File: src/rtl/trd_pkg.sv
package trd_pkg;

    // Record header is type, version (2 bytes), length (2 bytes).
    localparam int HEADER_BYTES = 5;

    localparam int IN_TDATA_W  = 8;
    localparam int OUT_TDATA_W = 72;

    // Queue between the byte intake and the record parser.
    localparam int QUEUE_DEPTH = 4;
    localparam int QUEUE_AW    = $clog2(QUEUE_DEPTH);
    localparam int QUEUE_CW    = QUEUE_AW + 1;

    typedef struct packed {
        logic       dir;
        logic [7:0] data;
    } q_entry_t;

    // Per-direction parse phase: one code per header byte, then payload.
    typedef enum logic [HEADER_BYTES:0] {
        PH_TYPE    = 6'b000001,
        PH_VER_HI  = 6'b000010,
        PH_VER_LO  = 6'b000100,
        PH_LEN_HI  = 6'b001000,
        PH_LEN_LO  = 6'b010000,
        PH_PAYLOAD = 6'b100000
    } phase_t;

endpackage

File: src/rtl/trd_front.sv
module trd_front #(
    parameter int NUM_DIRECTIONS = 2
) (
    input  logic                            clk,
    input  logic                            rst_n,
    input  logic                            s_axis_tvalid,
    output logic                            s_axis_tready,
    input  logic [trd_pkg::IN_TDATA_W-1:0]  s_axis_tdata,   // [7:0] data_byte
    input  logic [0:0]                      s_axis_tuser,   // [0] dir_sel
    output logic                            q_valid,
    output trd_pkg::q_entry_t               q_entry,
    input  logic                            q_pop
);

    trd_pkg::q_entry_t                 q_mem_reg [trd_pkg::QUEUE_DEPTH];
    logic [trd_pkg::QUEUE_AW-1:0]      wr_ptr_reg;
    logic [trd_pkg::QUEUE_AW-1:0]      rd_ptr_reg;
    logic [trd_pkg::QUEUE_CW-1:0]      count_reg;
    logic [trd_pkg::QUEUE_CW-1:0]      count_next;
    logic                              in_range;
    logic                              push;
    logic                              pop;

    // Drop words for directions the block does not track.
    assign in_range      = int'(s_axis_tuser[0]) < NUM_DIRECTIONS;
    assign s_axis_tready = count_reg != trd_pkg::QUEUE_CW'(trd_pkg::QUEUE_DEPTH);
    assign push          = s_axis_tvalid && s_axis_tready && in_range;
    assign q_valid       = count_reg != '0;
    assign pop           = q_pop && q_valid;
    assign q_entry       = q_mem_reg[rd_ptr_reg];

    always_comb
    begin
        count_next = count_reg;
        if (push && !pop)
        begin
            count_next = count_reg + trd_pkg::QUEUE_CW'(1);
        end
        else if (pop && !push)
        begin
            count_next = count_reg - trd_pkg::QUEUE_CW'(1);
        end
    end

    always_ff @(posedge clk)
    begin
        if (push)
        begin
            q_mem_reg[wr_ptr_reg] <= '{dir: s_axis_tuser[0], data: s_axis_tdata};
        end
    end

    always_ff @(posedge clk or negedge rst_n)
    begin
        if (!rst_n)
        begin
            wr_ptr_reg <= '0;
            rd_ptr_reg <= '0;
            count_reg  <= '0;
        end
        else
        begin
            if (push)
            begin
                wr_ptr_reg <= wr_ptr_reg + trd_pkg::QUEUE_AW'(1);
            end
            if (pop)
            begin
                rd_ptr_reg <= rd_ptr_reg + trd_pkg::QUEUE_AW'(1);
            end
            count_reg <= count_next;
        end
    end

endmodule

File: src/rtl/trd_back.sv
module trd_back #(
    parameter int NUM_DIRECTIONS = 2
) (
    input  logic                            clk,
    input  logic                            rst_n,
    input  logic                            q_valid,
    input  trd_pkg::q_entry_t               q_entry,
    output logic                            q_pop,
    output logic                            m_axis_tvalid,
    input  logic                            m_axis_tready,
    output logic [trd_pkg::OUT_TDATA_W-1:0] m_axis_tdata,
    output logic [0:0]                      m_axis_tuser,
    output logic                            m_axis_tlast
);

    localparam int DIR_W = (NUM_DIRECTIONS > 1) ? $clog2(NUM_DIRECTIONS) : 1;

    trd_pkg::phase_t   phase_reg [NUM_DIRECTIONS];
    logic [7:0]        type_reg  [NUM_DIRECTIONS];
    logic [15:0]       ver_reg   [NUM_DIRECTIONS];
    logic [15:0]       len_reg   [NUM_DIRECTIONS];
    logic [15:0]       pc_reg    [NUM_DIRECTIONS];

    logic [DIR_W-1:0]  dir_idx;
    trd_pkg::phase_t   cur_phase;
    trd_pkg::phase_t   phase_next;
    logic [7:0]        type_next;
    logic [15:0]       ver_next;
    logic [15:0]       len_next;
    logic [15:0]       pc_next;
    logic [15:0]       cur_pc;
    logic [15:0]       cur_len;
    logic              fin;
    logic              emit;
    logic [7:0]        res_byte;
    logic [15:0]       res_offset;
    logic              res_has;
    logic              res_last;
    logic              advance;

    logic                            out_valid_reg;
    logic [trd_pkg::OUT_TDATA_W-1:0] out_tdata_reg;
    logic                            out_has_reg;
    logic                            out_last_reg;

    // Take the next queued word whenever the output slot is free or draining.
    assign advance = q_valid && (!out_valid_reg || m_axis_tready);
    assign q_pop   = advance;

    assign dir_idx   = DIR_W'(q_entry.dir);
    assign cur_phase = phase_reg[dir_idx];
    assign cur_pc    = pc_reg[dir_idx];
    assign cur_len   = len_reg[dir_idx];
    assign fin       = ({1'b0, cur_pc} + 17'd1) >= {1'b0, cur_len};

    always_comb
    begin
        phase_next = cur_phase;
        type_next  = type_reg[dir_idx];
        ver_next   = ver_reg[dir_idx];
        len_next   = cur_len;
        pc_next    = cur_pc;
        emit       = 1'b0;
        res_byte   = 8'h00;
        res_offset = 16'h0000;
        res_has    = 1'b0;
        res_last   = 1'b0;
        unique case (cur_phase)
            trd_pkg::PH_TYPE:
            begin
                type_next  = q_entry.data;
                phase_next = trd_pkg::PH_VER_HI;
            end
            trd_pkg::PH_VER_HI:
            begin
                ver_next   = {q_entry.data, 8'h00};
                phase_next = trd_pkg::PH_VER_LO;
            end
            trd_pkg::PH_VER_LO:
            begin
                ver_next   = {ver_reg[dir_idx][15:8], q_entry.data};
                phase_next = trd_pkg::PH_LEN_HI;
            end
            trd_pkg::PH_LEN_HI:
            begin
                len_next   = {q_entry.data, 8'h00};
                phase_next = trd_pkg::PH_LEN_LO;
            end
            trd_pkg::PH_LEN_LO:
            begin
                len_next = {cur_len[15:8], q_entry.data};
                pc_next  = 16'h0000;
                if (len_next == 16'h0000)
                begin
                    // empty record: one marker word with no byte
                    emit       = 1'b1;
                    res_last   = 1'b1;
                    phase_next = trd_pkg::PH_TYPE;
                end
                else
                begin
                    phase_next = trd_pkg::PH_PAYLOAD;
                end
            end
            trd_pkg::PH_PAYLOAD:
            begin
                emit       = 1'b1;
                res_byte   = q_entry.data;
                res_offset = cur_pc;
                res_has    = 1'b1;
                res_last   = fin;
                if (fin)
                begin
                    pc_next    = 16'h0000;
                    phase_next = trd_pkg::PH_TYPE;
                end
                else
                begin
                    pc_next = cur_pc + 16'd1;
                end
            end
            default:
            begin
                phase_next = trd_pkg::PH_TYPE;
            end
        endcase
    end

    always_ff @(posedge clk or negedge rst_n)
    begin
        if (!rst_n)
        begin
            for (int i = 0; i < NUM_DIRECTIONS; i++)
            begin
                phase_reg[i] <= trd_pkg::PH_TYPE;
                type_reg[i]  <= '0;
                ver_reg[i]   <= '0;
                len_reg[i]   <= '0;
                pc_reg[i]    <= '0;
            end
        end
        else if (advance)
        begin
            phase_reg[dir_idx] <= phase_next;
            type_reg[dir_idx]  <= type_next;
            ver_reg[dir_idx]   <= ver_next;
            len_reg[dir_idx]   <= len_next;
            pc_reg[dir_idx]    <= pc_next;
        end
    end

    always_ff @(posedge clk or negedge rst_n)
    begin
        if (!rst_n)
        begin
            out_valid_reg <= 1'b0;
        end
        else if (advance)
        begin
            out_valid_reg <= emit;
        end
        else if (m_axis_tready)
        begin
            out_valid_reg <= 1'b0;
        end
    end

    always_ff @(posedge clk)
    begin
        if (advance && emit)
        begin
            out_tdata_reg <= {7'b0, res_offset, res_byte, len_next, ver_next, type_next,
                              q_entry.dir};
            out_has_reg   <= res_has;
            out_last_reg  <= res_last;
        end
    end

    assign m_axis_tvalid   = out_valid_reg;
    assign m_axis_tdata    = out_tdata_reg;
    assign m_axis_tuser[0] = out_has_reg;
    assign m_axis_tlast    = out_last_reg;

endmodule

File: src/rtl/tls_record_deframer.sv
// TLS record deframer. Takes one TCP payload byte per word, tagged with its
// direction on s_axis_tuser, and per direction collects the 5-byte record
// header (type, big-endian version, big-endian length), then passes the
// payload bytes through, one result word per byte, each carrying the header
// fields, its offset in the record and tlast on the final byte. A record of
// length zero gives a single word with has_byte clear. Header bytes give no
// word; bytes of a direction at or above NUM_DIRECTIONS are dropped. The
// block takes one byte per cycle while s_axis_tready is high; tready drops
// while the 4-entry queue is full. The queue feeds the record parser, whose
// per-direction counters are registered, and a registered output slot hands
// results on. A byte taken is written into the queue and then registered into
// the output slot, later when words wait ahead of it or the output is stalled.
module tls_record_deframer #(
    parameter int NUM_DIRECTIONS = 2
) (
    input  logic                            clk,
    input  logic                            rst_n,
    input  logic                            s_axis_tvalid,
    output logic                            s_axis_tready,
    input  logic [trd_pkg::IN_TDATA_W-1:0]  s_axis_tdata,   // [7:0] data_byte
    input  logic [0:0]                      s_axis_tuser,   // [0] dir_sel
    output logic                            m_axis_tvalid,
    input  logic                            m_axis_tready,
    // [0] out_dir, [8:1] record_type, [24:9] proto_version,
    // [40:25] record_length, [48:41] payload_byte, [64:49] byte_offset, [71:65] zero
    output logic [trd_pkg::OUT_TDATA_W-1:0] m_axis_tdata,
    output logic [0:0]                      m_axis_tuser,   // [0] has_byte
    output logic                            m_axis_tlast
);

    logic              q_valid;
    logic              q_pop;
    trd_pkg::q_entry_t q_entry;

    trd_front #(
        .NUM_DIRECTIONS (NUM_DIRECTIONS)
    ) u_front (
        .clk           (clk),
        .rst_n         (rst_n),
        .s_axis_tvalid (s_axis_tvalid),
        .s_axis_tready (s_axis_tready),
        .s_axis_tdata  (s_axis_tdata),
        .s_axis_tuser  (s_axis_tuser),
        .q_valid       (q_valid),
        .q_entry       (q_entry),
        .q_pop         (q_pop)
    );

    trd_back #(
        .NUM_DIRECTIONS (NUM_DIRECTIONS)
    ) u_back (
        .clk           (clk),
        .rst_n         (rst_n),
        .q_valid       (q_valid),
        .q_entry       (q_entry),
        .q_pop         (q_pop),
        .m_axis_tvalid (m_axis_tvalid),
        .m_axis_tready (m_axis_tready),
        .m_axis_tdata  (m_axis_tdata),
        .m_axis_tuser  (m_axis_tuser),
        .m_axis_tlast  (m_axis_tlast)
    );

endmodule

File: config.mk
export PLATFORM = sky130hd
export DESIGN_NAME = tls_record_deframer
export DESIGN_NICKNAME = d
export VERILOG_FILES = /design/src/rtl/trd_pkg.sv /design/src/rtl/trd_front.sv /design/src/rtl/trd_back.sv /design/src/rtl/tls_record_deframer.sv
export SDC_FILE = /design/constraint.sdc
export NUM_CORES = 1
export LEC_CHECK = 0
export ABC_CLOCK_PERIOD_IN_PS = 5300
export BUFFER_PORTS_ARGS = -buffer_cell sky130_fd_sc_hd__buf_2
export CORE_MARGIN = 2
export CORE_UTILIZATION = 54
export CTS_BUF_LIST = sky130_fd_sc_hd__clkbuf_8 sky130_fd_sc_hd__clkbuf_16
export DETAILED_ROUTE_END_ITERATION = 8
export PLACE_DENSITY_LB_ADDON = 0.12
export SLEW_MARGIN = 5
export SYNTH_ARGS = -nofsm -noshare
export SYNTH_HDL_FRONTEND = slang
export SYNTH_SLANG_ARGS = --single-unit
File: constraint.sdc
create_clock -name clk -period 5.3 [get_ports clk]
set_clock_uncertainty 0.1 [all_clocks]
set_input_delay 0.53 -clock clk [delete_from_list [all_inputs] [get_ports clk]]
set_output_delay 0.53 -clock clk [all_outputs]
set_load 0.03 [all_outputs]
Yosys cells after proc, flatten, opt, wreduce, memory -nomap -nowiden
Memory sizes are Yosys's and may differ from the RTL's. Index checks and enable logic that the tools add are counted.

Register bits: 199. RAM bits: 36. Bits of input ports: 13. Memories: 1.

Add/sub/neg operators: 6. Order comparisons: 3. Equality and inequality tests: 7. Mux-type cells: 44. Bitwise logic cells: 1. Reductions and logical operators: 15.

Memory list: u_front.q_mem_reg (depth 4, width 9, rd ports 1, clocked after memory_dff 0, write ports 1, RTL line trd_front.sv:15) `trd_pkg::q_entry_t q_mem_reg [trd_pkg::QUEUE_DEPTH];`.

Operators with widths (number): 16-bit 2-to-1 mux (11); 32-bit bitwise mux (3); 16-bit case mux with 2 select lines (3); 8-bit 2-to-1 mux (5); 6-bit 2-to-1 mux (6); 6-bit case mux with 6 select lines (1); 16-bit by 1-bit adder with 17-bit output (second input constant) (1); 17-bit by 16-bit greater-or-equal comparator with 1-bit output (1); 16-bit by 1-bit adder with 16-bit output (second input constant) (1); 16-bit bitwise mux (1); 16-bit demux with 1-bit select (1); 16-bit zero test (1); 12-bit bitwise mux (1); 8-bit demux with 1-bit select (1); 1-bit logical AND (7); 6-bit demux with 1-bit select (1); 6-bit by 1-bit == test with 1-bit output (second input constant) (1); 6-bit by 2-bit == test with 1-bit output (second input constant) (1); 6-bit by 3-bit == test with 1-bit output (second input constant) (1); 6-bit by 4-bit == test with 1-bit output (second input constant) (1); 6-bit by 5-bit == test with 1-bit output (second input constant) (1); 6-bit == test (second input constant) (1); 1-bit 2-to-1 mux (6); 3-bit 2-to-1 mux (2); 12 further kinds (17).

Logic depth before layout (Yosys ltp)
Gate-level depths: netlist of the first run. An unclocked memory read counts as a cell.

Depth in word-level cells: 10. Gate-level depth with buffers: 26. Depth with buffers taken out: 18.

By module
A second synthesis of the first run with hierarchy kept.

Cell total of the unflattened synthesis: 964. Area total of the unflattened synthesis: 10940.5 um^2.

By module, submodules not included: trd_back (instances 1, cells an instance 882, area an instance 9202.6 um^2, seq. area each 5142.4 um^2); trd_front (instances 1, cells an instance 82, area an instance 1737.9 um^2, seq. area each 1256.2 um^2).

Least setup slack after synthesis of the first run
OpenSTA, ideal clock, no wires.

Path type: flip-flop to flip-flop. Start: register u_front.rd_ptr_reg[0] (netlist bit). End: register u_back.out_tdata_reg, in the netlist u_back.m_axis_tdata[0], enable pin. Library setup time: 0.492 ns. Arrival: 4.965 ns. Slack: -0.257 ns. Stages on the path, launching flop included: 8. Buffers on the path: 1. Cells stage by stage: dfrtp_1 buf_1 mux4_2 nor4_1 o211ai_1 nor2b_1 nor2_1 nor2_1.

Word-level cells in the longest chain between the ends: 9. Elaborated cells on any way between the ends: 14. Those cells by class: eq/ne (2); mux (8); bitwise (1); reduce/logical (2); memory (1).

RTL lines: from (decl) (RTL line trd_front.sv:17) `logic [trd_pkg::QUEUE_AW-1:0] rd_ptr_reg;`; from (signal assigned) (RTL line trd_front.sv:69) `rd_ptr_reg <= rd_ptr_reg + trd_pkg::QUEUE_AW'(1);`; memory read 4 x 9 bit (*); 1-bit NOT with 2-bit output (implied by the code) (RTL line trd_back.sv:51, trd_back.sv:53); 16-bit 2-to-1 mux (implied by the code) (3 in series) (RTL line trd_back.sv:53) `assign cur_len = len_reg[dir_idx];`; 16-bit zero test (RTL line trd_back.sv:93) `if (len_next == 16'h0000)`; 1-bit 2-to-1 mux (RTL line trd_back.sv:93); 1-bit case mux with 2 select lines (*) (RTL line trd_back.sv:68) `unique case (cur_phase)`; 1-bit logical AND (*) (RTL line trd_back.sv:170) `if (advance && emit)`; to (signal assigned) (RTL line trd_back.sv:172) `out_tdata_reg <= {7'b0, res_offset, res_byte, len_next, ver_next, type_next,`; to (decl) (RTL line trd_back.sv:42) `logic [trd_pkg::OUT_TDATA_W-1:0] out_tdata_reg;`.

Every way passes the cells marked *; elsewhere a longest branch is shown, timed or not. The select of a mux whose other input is x is not followed. A chain may end at the register's enable or synchronous reset.

Worst setup path after layout of the first run
Start: register u_front.rd_ptr_reg[1] (netlist bit). End: register u_back.phase_reg[5] (netlist bit).

Word-level cells in the longest chain between the ends: 10. Elaborated cells on any way between the ends: 29. Those cells by class: add/sub (1); order compare (3); eq/ne (6); mux (15); bitwise (1); reduce/logical (2); memory (1).

RTL lines: memory read 4 x 9 bit (*); 1-bit NOT with 2-bit output (implied by the code); 16-bit 2-to-1 mux (implied by the code) (3 in series) (RTL line trd_back.sv:52) `assign cur_pc = pc_reg[dir_idx];`; 16-bit by 1-bit adder with 17-bit output (RTL line trd_back.sv:54) `assign fin = ({1'b0, cur_pc} + 17'd1) >= {1'b0, cur_len};`; 17-bit by 16-bit greater-or-equal comparator with 1-bit output (RTL line trd_back.sv:54); 6-bit 2-to-1 mux (RTL line trd_back.sv:112) `if (fin)`; 6-bit case mux with 6 select lines (RTL line trd_back.sv:68); 12-bit bitwise mux (*) (RTL line trd_back.sv:144) `phase_reg[dir_idx] <= phase_next;`; to (signal, indexed assignment) (RTL line trd_back.sv:135) `phase_reg[i] <= trd_pkg::PH_TYPE;`; to (signal, indexed assignment) (RTL line trd_back.sv:144); to (decl) (RTL line trd_back.sv:18) `trd_pkg::phase_t phase_reg [NUM_DIRECTIONS];`.

Marked as above.

==> results.ini, run 1 <==
[setup_path]
crit_path_end_kind = flip-flop
ff2ff_setup_slack_ps = 650
r2r-end = u_back.phase_reg[5]$_DFFE_PN0P_
reg2reg_depth = 14
startpoint_type = flip-flop
crit_type = reg2reg
reg2reg_from = u_front.rd_ptr_reg[1]$_DFFE_PN0P_
crit_path_max_fanout = 94
cp_data_required_time_ps = 5560
cp.arrival_ps = 4920

[status]
status = finished clean

[pwr]
power.density_nw_per_um2 = 671
seq_power_share = 0.346
power_frac_comb = 0.463
power_frac_clock = 0.191
p_int_mw = 4.87
net-switching-power_mw = 3.51
power_mw = 8.39
worst_ir_drop_vdd_mv = 0.358
p_leak_nw = 5.39
switching_share = 0.419

[routing]
drtIter0Drc = 563
drc_errors = 0
viasPerCell = 5.77
num_vias = 7611
drtAntennaViolNets = 0
wl_um = 25200
first_pass_iters = 5
wire_per_inst_um = 19.1

[floorplanning]
start_util = 0.549
core_region_area_um2 = 20200
rows = 52
die_h_um = 147
die_w_um = 147
die_area_um2 = 21600
io_pins = 89

[global_routing]
track_usage = 0.237
grt_first_pass_wirelength_um = 40500
met2_usage = 0.374
grt_max_degree = 95
grt_pass1_vias = 7429
grt_antenna_before_repair = 0
top_usage_layer = met2
met1_usage = 0.343
grt_overflow = 0
gr-usage-met3 = 0.0329

[final_layout]
fin_area_um2 = 12500
regArea_um2 = 6400
fin_nets = 1065
n_antenna_cell = 0
multi_input_area_um2 = 4260
drive_gt1_frac = 0.201
largest_reg_flops = 65
area_growth_pct = 13.0
fill_cells = 1653

[hold_path]
min_to = u_front.q_mem_reg[0][5]$_DFFE_PP_
holdCritStartpoint = s_axis_tdata[5]
holdCritPathClass = in2reg
whs_path_depth = 1

[timing]
slew_headroom = 0.367
fin_crit_ps = 4650
fin_setup_tns_ps = 0
fmax_ghz = 0.215
rsz0062_at_grt = false
slew_viol_final = 0
hold_viol = 0
period_share = 0.878
layout_setup_ws_ps = 649
worst_pin_slew_ps = 944
final-setup-viol-count = 0

[yosys]
synth_flop_cell = dfrtp_1
ys_types = 68
async_flop_share = 0.562
yosysSeqAreaShare = 0.578
synthCells = 948
yosys_warnings = 0
synth_area_leader_cell = dfrtp_1
yosysMostFrequentCell = dfrtp_1
synth_top_cell_area_share = 0.294
syn_area_um2 = 11100
synth_area_leaders = dfrtp_1 (29%), edfxtp_1 (28%), mux2i_1 (5.8%)
synth-seq-cells = 235
synth_area_per_cell_um2 = 11.7
synth-edff-count = 103
yosys-top-cells-count = dfrtp_1 (130), edfxtp_1 (103), nand2_1 (87), nor2_1 (87), o21ai_0 (66)

[placed_design]
placed_cell_area_um2 = 11700
dpl.hpwl_um = 17000
pre_cts_ws_ps = 746
io_buffers = 81
place_congestion = 0.905

[clock_network]
clockBufferDepth = 3
cts_max_level = 1
root_buffer = clkbuf_16
clkTransAtPathRegs_ps = 60
cts_made_buffers = 25
clock_latency_ps = 540
post-cts-setup-buffers = 0
cts.sinks = 235
tritoncts = built

[job]
cap_violations = 0

worst max-delay path, stage by stage, from the launching register on:
cell	delay [ps]
dfrtp_1	410
mux2i_1	130
mux2_4	300
inv_4	100
buf_12	410
mux2i_1	290
a21oi_1	550
xnor2_1	200
ha_1	330
nand4_1	150
a2111oi_0	460
o21bai_1	150
and3_1	290
nand2_2	310
a31oi_1	140
power groups by stage:
stage	Combinational [mW]	Sequential [mW]	Clock [mW]
2_1_floorplan	2.59	3.14	0
3_3_place_gp	3.82	2.92	0
3_5_place_dp	3.88	2.93	0
4_1_cts	3.89	2.90	1.64
5_1_grt	4.24	2.97	1.70
6_report	3.88	2.90	1.61
per-stage QoR:
step	utilization	hold WS [ps]	cells
floorplan	-	134	954
global route	0.620	107	1318
global placement	0.582	362	1271
finish	0.620	109	1318
detailed placement	0.582	365	1271
CTS	0.620	96.4	1318
routing by layer:
layer	part of all wire	wire length [µm]
met5	0	0
met4	0.027	673
met3	0.052	1310
met2	0.47	11800
met1	0.45	11400
cell families after synthesis:
group,share of synthesized area
other cells,0.000339
buf+inv,0.0404
compound gates,0.0952
simple gates,0.121
xor+xnor,0.0190
fa+ha+maj,0.0267
mux,0.119
flops,0.578
worst max-delay path by stage:
stage | from | to | cells after the start
after floorplan | u_front.rd_ptr_reg[1]$_DFFE_PN0P_ | u_back.pc_reg[31]$_DFFE_PN0P_ | 24
after global placement | u_front.rd_ptr_reg[1]$_DFFE_PN0P_ | u_back.pc_reg[10]$_DFFE_PN0P_ | 16
after detailed placement | u_front.rd_ptr_reg[1]$_DFFE_PN0P_ | u_back.phase_reg[5]$_DFFE_PN0P_ | 16
after CTS | u_front.rd_ptr_reg[1]$_DFFE_PN0P_ | u_back.phase_reg[5]$_DFFE_PN0P_ | 16
after global routing | u_front.rd_ptr_reg[1]$_DFFE_PN0P_ | u_back.phase_reg[5]$_DFFE_PN0P_ | 16
final | u_front.rd_ptr_reg[1]$_DFFE_PN0P_ | u_back.phase_reg[5]$_DFFE_PN0P_ | 14
area by class of cell:
| cell class | count | area share |
|---|---|---|
| Tap cell | 270 | 0.0270 |
| Inverter | 38 | 0.0116 |
| Sequential cell | 235 | 0.512 |
| Clock inverter | 18 | 0.00731 |
| Clock buffer | 28 | 0.0533 |
| Multi-Input combinational cell | 624 | 0.341 |
| Timing Repair Buffer | 105 | 0.0482 |
placed cells by master, fill, tap and decap left out, types with 7 or more instances in the layout:
cell,instances
a21oi_1,44
a22o_1,12
a31oi_1,10
and3_1,10
buf_2,80
buf_4,23
clkbuf_16,25
conb_1,7
dfrtp_1,130
edfxtp_1,103
ha_1,22
inv_1,47
mux2_2,43
mux2i_1,64
mux4_2,8
nand2_1,87
nand3_1,14
nand4_1,15
nor2_1,84
nor3_1,19
nor4_1,10
o211ai_1,7
o21ai_0,66
o22a_1,7
or4_1,7
xnor2_1,14
xor2_1,10
timing repair:
action / CTS / global route
endpoints found under the hold margin: 24 / 0
resized for setup: 0 / 0
setup endpoints to repair: 0 / 0
hold buffers: 1 / 0
No activity file was read; power rests on OpenSTA's default activity.
==> run 2: changes to the inputs <==
BUFFER_PORTS_ARGS = not set   (was -buffer_cell sky130_fd_sc_hd__buf_2)
CORE_UTILIZATION = 58   (was 54)
CTS_CLUSTER_SIZE = 24   (was not set)
DONT_BUFFER_PORTS = 1   (was not set)
PLACE_DENSITY = 0.8   (was not set)
PLACE_DENSITY_LB_ADDON = not set   (was 0.12)
==> run 2 against run 1 <==
- critical path depth rose by 3
- fmax fell by 2.8%
- final cell count fell by 8.2%
- highest routed layer unchanged
==> results.ini, run 2 (synthesis gave the netlist of run 1 again) <==
[placed_design]
pre_cts_ws_ps = 657  ; was 746 ps
dpl.hpwl_um = 16500  ; was 17,000 µm
place_congestion = 0.910  ; was 0.905
io_buffers = 0  ; was 81
dp.cells = 1153  ; was 1,271

[global_routing]
grt_first_pass_wirelength_um = 40400  ; was 40,500 µm
met1_usage = 0.344  ; was 0.343
gr-usage-met3 = 0.0508  ; was 0.0329
top_usage_layer = met2  ; unchanged
track_usage = 0.254  ; was 0.237
met2_usage = 0.413  ; was 0.374
grt_antenna_before_repair = 0  ; unchanged
grt_overflow = 0  ; unchanged
grt_max_degree = 133  ; was 95
grt_pass1_vias = 7451  ; was 7,429

[routing]
drtIter0Drc = 763  ; was 563
drtAntennaViolNets = 0  ; unchanged
num_vias = 7498  ; was 7,611
drc_errors = 0  ; unchanged
wl_um = 25100  ; was 25,200 µm
wire_per_inst_um = 20.7  ; was 19.1 µm
first_pass_iters = 6  ; was 5
viasPerCell = 6.20  ; was 5.77

[setup_path]
crit_type = reg2reg  ; unchanged
cp.arrival_ps = 5090  ; was 4920 ps
max_stage_delay_ps = 520  ; was 550 ps
cp_data_required_time_ps = 5610  ; was 5560 ps
cp_slowest_cell = a2111oi_0  ; was a21oi_1
critPathBufInv = 1  ; was 2
crit_family = multiplexers  ; was compound AO/OA/AOI/OAI gates
crit_chain = mux2i_1 > mux2_4 > inv_4 > mux2_2 > ha_1 > nand3_1 > mux2i_1 > nand2_1 > xor2_1 > mux2i_1 > ha_1 > nand4_1 > a2111oi_0 > o21bai_1 > nand3_1 > nor3_2 > a221o_1  ; was mux2i_1 > mux2_4 > inv_4 > buf_12 > mux2i_1 > a21oi_1 > xnor2_1 > ha_1 > nand4_1 > a2111oi_0 > o21bai_1 > and3_1 > nand2_2 > a31oi_1
crit_path_end_kind = flip-flop  ; unchanged
reg2reg_depth = 17  ; was 14
reg2reg_from = u_front.rd_ptr_reg[1]$_DFFE_PN0P_  ; unchanged
ff2ff_setup_slack_ps = 520  ; was 650 ps
startpoint_type = flip-flop  ; unchanged
crit_path_max_fanout = 7  ; was 94
cp_common_cell = mux2i_1  ; unchanged
r2r-end = u_back.pc_reg[31]$_DFFE_PN0P_  ; was u_back.phase_reg[5]$_DFFE_PN0P_

[final_layout]
utilization = 0.651  ; was 0.620
layout_common_cells = dfrtp_1 (130), edfxtp_1 (103), nand2_1 (87)  ; unchanged
n_antenna_cell = 0  ; unchanged
final_common_cell = dfrtp_1  ; unchanged
fill_cells = 1391  ; was 1,653
largest_reg_flops = 65  ; unchanged
regArea_um2 = 6400  ; unchanged
multi_input_area_um2 = 4260  ; unchanged
drive_gt1_frac = 0.134  ; was 0.201
fin_nets = 993  ; was 1,065
area_growth_pct = 9.99  ; was 13.0%
finalNonFillerCells = 1210  ; was 1,318

[clock_network]
cts_made_buffers = 25  ; unchanged
cts.sinks = 235  ; unchanged
clockBufferDepth = 3  ; unchanged
cts_max_level = 1  ; unchanged
root_buffer = clkbuf_16  ; unchanged
tritoncts = built  ; unchanged
clkTransAtPathRegs_ps = 60  ; about the same
clock_latency_ps = 520  ; was 540 ps

[timing]
fin_setup_tns_ps = 0  ; unchanged
fmax_ghz = 0.209  ; was 0.215 GHz
layout_setup_ws_ps = 516  ; was 649 ps
hold_viol = 0  ; unchanged
slew_viol_final = 0  ; unchanged
slew_headroom = 0.473  ; was 0.367
final-setup-viol-count = 0  ; unchanged
rsz0062_at_grt = false  ; unchanged
period_share = 0.903  ; was 0.878
worst_pin_slew_ps = 791  ; was 944 ps
fin_crit_ps = 4780  ; was 4650 ps

[floorplanning]
die_area_um2 = 20200  ; was 21,600 µm²
rows = 50  ; was 52
core_region_area_um2 = 18700  ; was 20,200 µm²
die_w_um = 142  ; was 147 µm
die_h_um = 142  ; was 147 µm
io_pins = 89  ; unchanged
start_util = 0.591  ; was 0.549

[pwr]
switching_share = 0.419  ; about the same
power_frac_clock = 0.198  ; was 0.191
worst_ir_drop_vdd_mv = 0.340  ; was 0.358 mV
power_frac_comb = 0.415  ; was 0.463
seq_power_share = 0.387  ; was 0.346
power.density_nw_per_um2 = 684  ; was 671 nW/µm²
net-switching-power_mw = 3.49  ; was 3.51 mW
p_int_mw = 4.83  ; was 4.87 mW
p_leak_nw = 5.09  ; was 5.39 nW

[status]
status = finished clean  ; unchanged

[hold_path]
holdCritStartpoint = m_axis_tready  ; was s_axis_tdata[5]
min_to = u_back.m_axis_tvalid$_DFFE_PN0P_  ; was u_front.q_mem_reg[0][5]$_DFFE_PP_
whs_path_depth = 2  ; was 1
holdCritPathClass = in2reg  ; unchanged

[job]
cap_violations = 0  ; unchanged

## run 2: cell count changes in the layout (fill, tap and decap cells not counted), sizes merged
cell	change
bufinv	+2
clkinv	+6
clkinvlp	+1
inv	-6
dlygate4sd3	+9
buf	-81
clkbuf	-3
## run 2: what timing repair did
| action | in CTS | in global routing |
|---|---|---|
| buffers inserted | 0 | 0 |
| hold endpoints to repair | 168 | 0 |
| hold buffers | 11 | 0 |
| gates resized for setup | 0 | 0 |
## run 2: worst max path at each step
stage,startpoint,end,cells after the start
2_1_floorplan,u_front.rd_ptr_reg[1]$_DFFE_PN0P_,u_back.pc_reg[31]$_DFFE_PN0P_,24
3_3_place_gp,u_front.rd_ptr_reg[1]$_DFFE_PN0P_,u_back.pc_reg[31]$_DFFE_PN0P_,15
3_5_place_dp,u_front.rd_ptr_reg[1]$_DFFE_PN0P_,u_back.pc_reg[22]$_DFFE_PN0P_,15
4_1_cts,u_front.rd_ptr_reg[1]$_DFFE_PN0P_,u_back.pc_reg[22]$_DFFE_PN0P_,15
5_1_grt,u_front.rd_ptr_reg[1]$_DFFE_PN0P_,u_back.pc_reg[31]$_DFFE_PN0P_,18
6_report,u_front.rd_ptr_reg[1]$_DFFE_PN0P_,u_back.pc_reg[31]$_DFFE_PN0P_,17
## run 2: area by class of cell
class,instances,share of cell area
flip-flops and latches,235,0.526
multi-input cells,624,0.350
clock buffers,25,0.0514
repair buffers,33,0.0241
well taps,234,0.0241
clock inverters,21,0.0125
inverters,38,0.0119
## run 2: worst register-to-register path: stages, from the launching register on
cell and delay (ps):
dfrtp_1 420, mux2i_1 140, mux2_4 300, inv_4 130, mux2_2 210, ha_1 310
nand3_1 200, mux2i_1 400, nand2_1 120, xor2_1 160, mux2i_1 300, ha_1 230
nand4_1 150, a2111oi_0 520, o21bai_1 170, nand3_1 260, nor3_2 160, a221o_1 390
## run 2: per-stage QoR
stage / power [mW] / hold slack [ps] / instance area, µm²
2_1_floorplan: 5.73 / 134 / 11100
3_3_place_gp: 6.50 / 142 / 11300
3_5_place_dp: 6.61 / 142 / 11300
4_1_cts: 8.31 / 149 / 12200
5_1_grt: 8.81 / 212 / 12200
6_report: 8.32 / 156 / 12200
## run 2: power by group through the flow
stage / clock network [mW] / registers [mW] / logic [mW]
6_report: 1.65 / 3.22 / 3.45
5_1_grt: 1.75 / 3.29 / 3.77
4_1_cts: 1.67 / 3.22 / 3.43
3_5_place_dp: 0 / 3.24 / 3.37
3_3_place_gp: 0 / 3.22 / 3.28
2_1_floorplan: 0 / 3.14 / 2.59
## run 2: layer usage
metal	wire, µm	up-vias
met4	786	0
li1	-	3452
met2	12000	325
met3	1890	71
met1	10400	3650
met5	0	-
